`config.mk`:
```
export PLATFORM = sky130hd
export DESIGN_NAME = art_cell
export DESIGN_NICKNAME = d
export VERILOG_FILES = /design/src/rtl/core/art_pkg.sv /design/src/rtl/core/art_cell.sv
export SDC_FILE = /design/constraint.sdc
export NUM_CORES = 1
export LEC_CHECK = 0
export BUFFER_PORTS_ARGS = -buffer_cell sky130_fd_sc_hd__buf_2
export CORE_UTILIZATION = 38
export DETAILED_ROUTE_END_ITERATION = 16
export GPL_TIMING_DRIVEN = 1
export PLACE_DENSITY = 0.57
export SYNTH_ARGS = -nofsm -noshare
export SYNTH_HDL_FRONTEND = slang
export SYNTH_SLANG_ARGS = --single-unit
```
`constraint.sdc`:
```
create_clock -name clk -period 9 [get_ports clk]
set_clock_uncertainty 0.1 [all_clocks]
set_input_delay 1.35 -clock clk [delete_from_list [all_inputs] [get_ports clk]]
set_output_delay 1.35 -clock clk [all_outputs]
set_load 0.02 [all_outputs]
```
`src/rtl/core/art_pkg.sv`:
```
// Shared types and constants of the address region table.
// No dependencies; every module of the block but art_checker imports this package.
package art_pkg;

  localparam int SpaceW = 16;
  localparam int AddrW  = 48;

  localparam logic [1:0] KIND_ADD     = 2'd0;
  localparam logic [1:0] KIND_DELETE  = 2'd1;
  localparam logic [1:0] KIND_QUERY   = 2'd2;
  localparam logic [1:0] KIND_CLEANUP = 2'd3;

  localparam logic [1:0] ST_OK      = 2'd0;
  localparam logic [1:0] ST_FULL    = 2'd1;
  localparam logic [1:0] ST_NOMATCH = 2'd2;

  // A request as it travels along the chain of cells.
  typedef struct packed {
    logic              active;
    logic [1:0]        kind;
    logic [SpaceW-1:0] space_id;
    logic [AddrW-1:0]  base_addr;
    logic [AddrW-1:0]  region_len;
    logic              done;
    logic              hit;
  } art_token_t;

endpackage

```
`src/rtl/core/art_cell.sv`:
```
// One entry of the address region table and its share of the scan.
// Depends on art_pkg.
module art_cell (
  input  logic                clk,
  input  logic                rst_n,
  input  art_pkg::art_token_t tok_in,
  output art_pkg::art_token_t tok_out
);
  import art_pkg::*;

  logic [SpaceW-1:0] space_r;
  logic [AddrW-1:0]  base_r;
  logic [AddrW-1:0]  len_r;
  logic [SpaceW-1:0] space_nxt;
  logic [AddrW-1:0]  base_nxt;
  logic [AddrW-1:0]  len_nxt;
  art_token_t        tok_r;
  art_token_t        tok_nxt;
  logic              live;
  logic              same_id;
  logic [AddrW:0]    end_addr;

  assign live     = (len_r != '0);
  assign same_id  = (space_r == tok_in.space_id);
  assign end_addr = {1'b0, base_r} + {1'b0, len_r};

  // Act on the entry when the request passes, then hand the request on.
  always_comb begin
    space_nxt = space_r;
    base_nxt  = base_r;
    len_nxt   = len_r;
    tok_nxt   = tok_in;
    if (tok_in.active && !tok_in.done) begin
      unique case (tok_in.kind)
        KIND_ADD: begin
          if (!live) begin
            space_nxt    = tok_in.space_id;
            base_nxt     = tok_in.base_addr;
            len_nxt      = tok_in.region_len;
            tok_nxt.done = 1'b1;
          end
        end
        KIND_DELETE: begin
          if (live && same_id && base_r == tok_in.base_addr &&
              len_r == tok_in.region_len) begin
            space_nxt    = '0;
            base_nxt     = '0;
            len_nxt      = '0;
            tok_nxt.done = 1'b1;
          end
        end
        KIND_QUERY: begin
          if (live && same_id && tok_in.base_addr >= base_r &&
              {1'b0, tok_in.base_addr} < end_addr) begin
            tok_nxt.done = 1'b1;
            tok_nxt.hit  = 1'b1;
          end
        end
        default: begin
          if (same_id) begin
            space_nxt = '0;
            base_nxt  = '0;
            len_nxt   = '0;
          end
        end
      endcase
    end
  end

  always_ff @(posedge clk) begin
    if (!rst_n) begin
      space_r      <= '0;
      base_r       <= '0;
      len_r        <= '0;
      tok_r.active <= 1'b0;
    end else begin
      space_r <= space_nxt;
      base_r  <= base_nxt;
      len_r   <= len_nxt;
      tok_r   <= tok_nxt;
    end
  end

  assign tok_out = tok_r;

endmodule

```
==> flow_summary.toml <==
[status]
status = "finished, final reports clean"

[synth]
syn_area_sq_um = 13200
yosysWarnings = 0
synth_area_leaders = "edfxtp_1, dfxtp_1, ha_1"
async_reset_ff_share_pct = 0
ys_seq_area_share_pct = 43.5
synth-edff-count = 116
yosys_register_bits = 229
synth_ff_type = "edfxtp_1"
synth_cell_types = 53
avgSynthCellArea_sq_um = 10.3
synth_top_area_share_pct = 26.3
synth_top_cell_by_area = "edfxtp_1"
syn-instance-count = 1282
syn-num-nets = 1545

[routing]
drt_first_pass_iters = 5
postRouteAntennaNets = 0
drtIter0Drc = 593
drc = 0
routed_wl_um = 39200
post_drt_via_cell_ratio = 5.43
vias = 10700
wl_per_cell_um = 19.9

[worst_hold_path]
min_path_type = "register to register"
whs_path_depth = 2
hp-start = "space_r[1]"
worst_hold_path.endpoint = "space_r[1]"

[worst_setup_path]
cp_top_family = "compound AO/OA/AOI/OAI gates"
end_kind = "register"
crit_path_frequent_cell = "a21o_1"
reg2reg_to = "tok_out[1]"
cp_num_buf_inv = 2
cp.arrival_ps = 5800
cp_slowest_cell = "o211ai_1"
path_class = "register to register"
startpoint_type = "register"
cpPeakStageDelay_ps = 470
crit_chain = "ha_1, inv_1, fa_1, nand2b_1, a21o_1, a21oi_1, nor2_1, o211ai_1, a21o_1, a31o_2, a21oi_1, xor2_1, ha_1, nand4_1, nor4_1, inv_1, a2111oi_0, a211oi_1, a211oi_1, o22ai_1, a21o_1"
worst-r2r-setup-slack_ps = 3400
reg2reg_depth = 21
reg2reg_from = "len_r[0]"
path_max_fanout = 4
required_ps = 9200

[clock_tree]
h-tree-depth = 1
cts_resized = 0
cts_sinks = 229
numCtsBuffers = 27
clk_latency_ps = 540
post-cts-setup-buffer-count = 0
ctsLongestPathBuffers = 3
holdBufCountCts = 0
cts_tree = "done"
cts_root_buf = "clkbuf_16"
clk_pin_slew_ps = 60

[global_routing]
grt_usage_pct = 21.6
grt_pass1_vias = 10124
use_met2_pct = 34.7
met1_usage_pct = 30.3
antenna_found_initial = 0
grt_pass1_wl_um = 59700
overflow = 0
grt_max_degree = 91
busiest_layer = "met2"
grt.met3_usage_pct = 3.45

[floorplanning]
coreArea_sq_um = 33900
rows = 67
die_y_um = 189
die-area_sq_um = 35500
start_util_pct = 39.0
die_w_um = 189
io-pin-count = 236

[place]
place_hpwl_um = 30200
io_buffers = 235
place_congestion = 0.904

[sta]
worst_pin_slew_ps = 1060
tns_ps = 0
slew_headroom_pct = 28.8
finalHoldViolations = 0
fin_crit_ps = 5600
setup_viol = 0
rsz0062_at_grt = "no"
post-route-period-util_pct = 62.2
clock.fmax_ghz = 0.179
drv_slew = 0

[layout]
final_cell_mix = "buf_2, ha_1, nor2b_1"
fill_cells = 3281
final_common_cell = "buf_2"
diodes = 0
drive_gt1_share_pct = 18.9
multiInputGateArea_sq_um = 7050
nNetsFinal = 1764
area_growth_pct = 19.0
fin_util_pct = 46.5
regArea_sq_um = 5750

[pwr]
p_per_area_nw_per_um2 = 174
peakVddDrop_uv = 131
p_total_mw = 2.74
power_leakage_nw = 6.23

[run]
drv_cap = 0
==> worst max path at each step <==
| stage | startpoint | endpoint | slack [ps] | cells after the start |
|---|---|---|---|---|
| after floorplan | len_r[24] | tok_out[1] | 4540 | 20 |
| after global placement | len_r[0] | tok_out[1] | 3590 | 21 |
| after detailed placement | len_r[0] | tok_out[1] | 3510 | 21 |
| after CTS | len_r[0] | tok_out[1] | 3460 | 21 |
| after global routing | len_r[24] | tok_out[1] | 3050 | 20 |
| final | len_r[0] | tok_out[1] | 3400 | 21 |
==> metrics by stage <==
step	instance area, sq um	worst slack [ps]	hold slack, ps	instances
floorplan	13200	4540	420	1282
global placement	14800	3590	433	1920
detailed placement	14800	3510	442	1920
CTS	15700	3460	459	1970
global route	15700	3050	486	1970
finish	15700	3400	453	1970
==> cells in the mapped netlist, types with 2 or more instances <==
cell type and instances:
ha_1 143, a2111oi_0 2, or4_1 4, nor4_1 24
o211ai_1 13, buf_2 9, dfxtp_1 113, nor3_1 11
o41ai_1 2, and3_1 3, inv_1 64, and2_1 4
o31ai_1 2, nand3_1 14, a31oi_1 6, nor2b_1 122
clkbuf_1 42, a21oi_1 85, o22ai_1 5, xor2_1 44
a21boi_0 4, a22oi_1 113, o21ai_0 32, o21a_1 9
a21o_1 63, o21bai_1 7, o2111ai_1 2, nor2_1 31
a211oi_1 10, a2111o_1 3, o221ai_1 3, or3_1 2
nand2_1 51, a211o_1 2, nand2b_1 5, edfxtp_1 116
xnor2_1 64, nand4_1 38
==> logic make-up after synthesis <==
logic type                 after synthesis  share of synthesized area, %
buffers and inverters                  115                          3.35
and+or+nand+nor                        313                          13.1
xor gates and xnor gates               108                          7.16
adders and majority gates              144                          13.7
AOI/OAI and AO/OA                      373                          19.2
DFF                                    229                          43.5
==> routing by layer <==
metal  wire length (um)  part of all wire, %
met1              18200                   47
met4                869                  2.2
met3               2270                  5.8
met2              17800                   45
met5                  0                    0
==> report_power, final <==
| group | switching (mW) | internal [mW] |
|---|---|---|
| registers | 0.0296 | 1.16 |
| clock network | 0.430 | 0.687 |
| logic | 0.270 | 0.160 |
==> sequential cells by signal (all words and copies together), names as in the netlist <==
| register | flops |
|---|---|
| tok_out | 117 |
| len_r | 48 |
| base_r | 48 |
| space_r | 16 |
==> final cells by class <==
| type | count | area share, % |
|---|---|---|
| multi-input cells | 938 | 44.8 |
| repair buffers | 241 | 7.80 |
| inverters | 64 | 1.53 |
| well taps | 448 | 3.56 |
| flip-flops and latches | 229 | 36.5 |
| clock inverters | 10 | 0.811 |
| clock buffers | 40 | 4.99 |
==> worst min-delay path: stages (launching register included) <==
cell and delay [ps]:
dfxtp_1 340, a22oi_1 80, nor2b_1 90
Power figures use the tool's default switching activity.
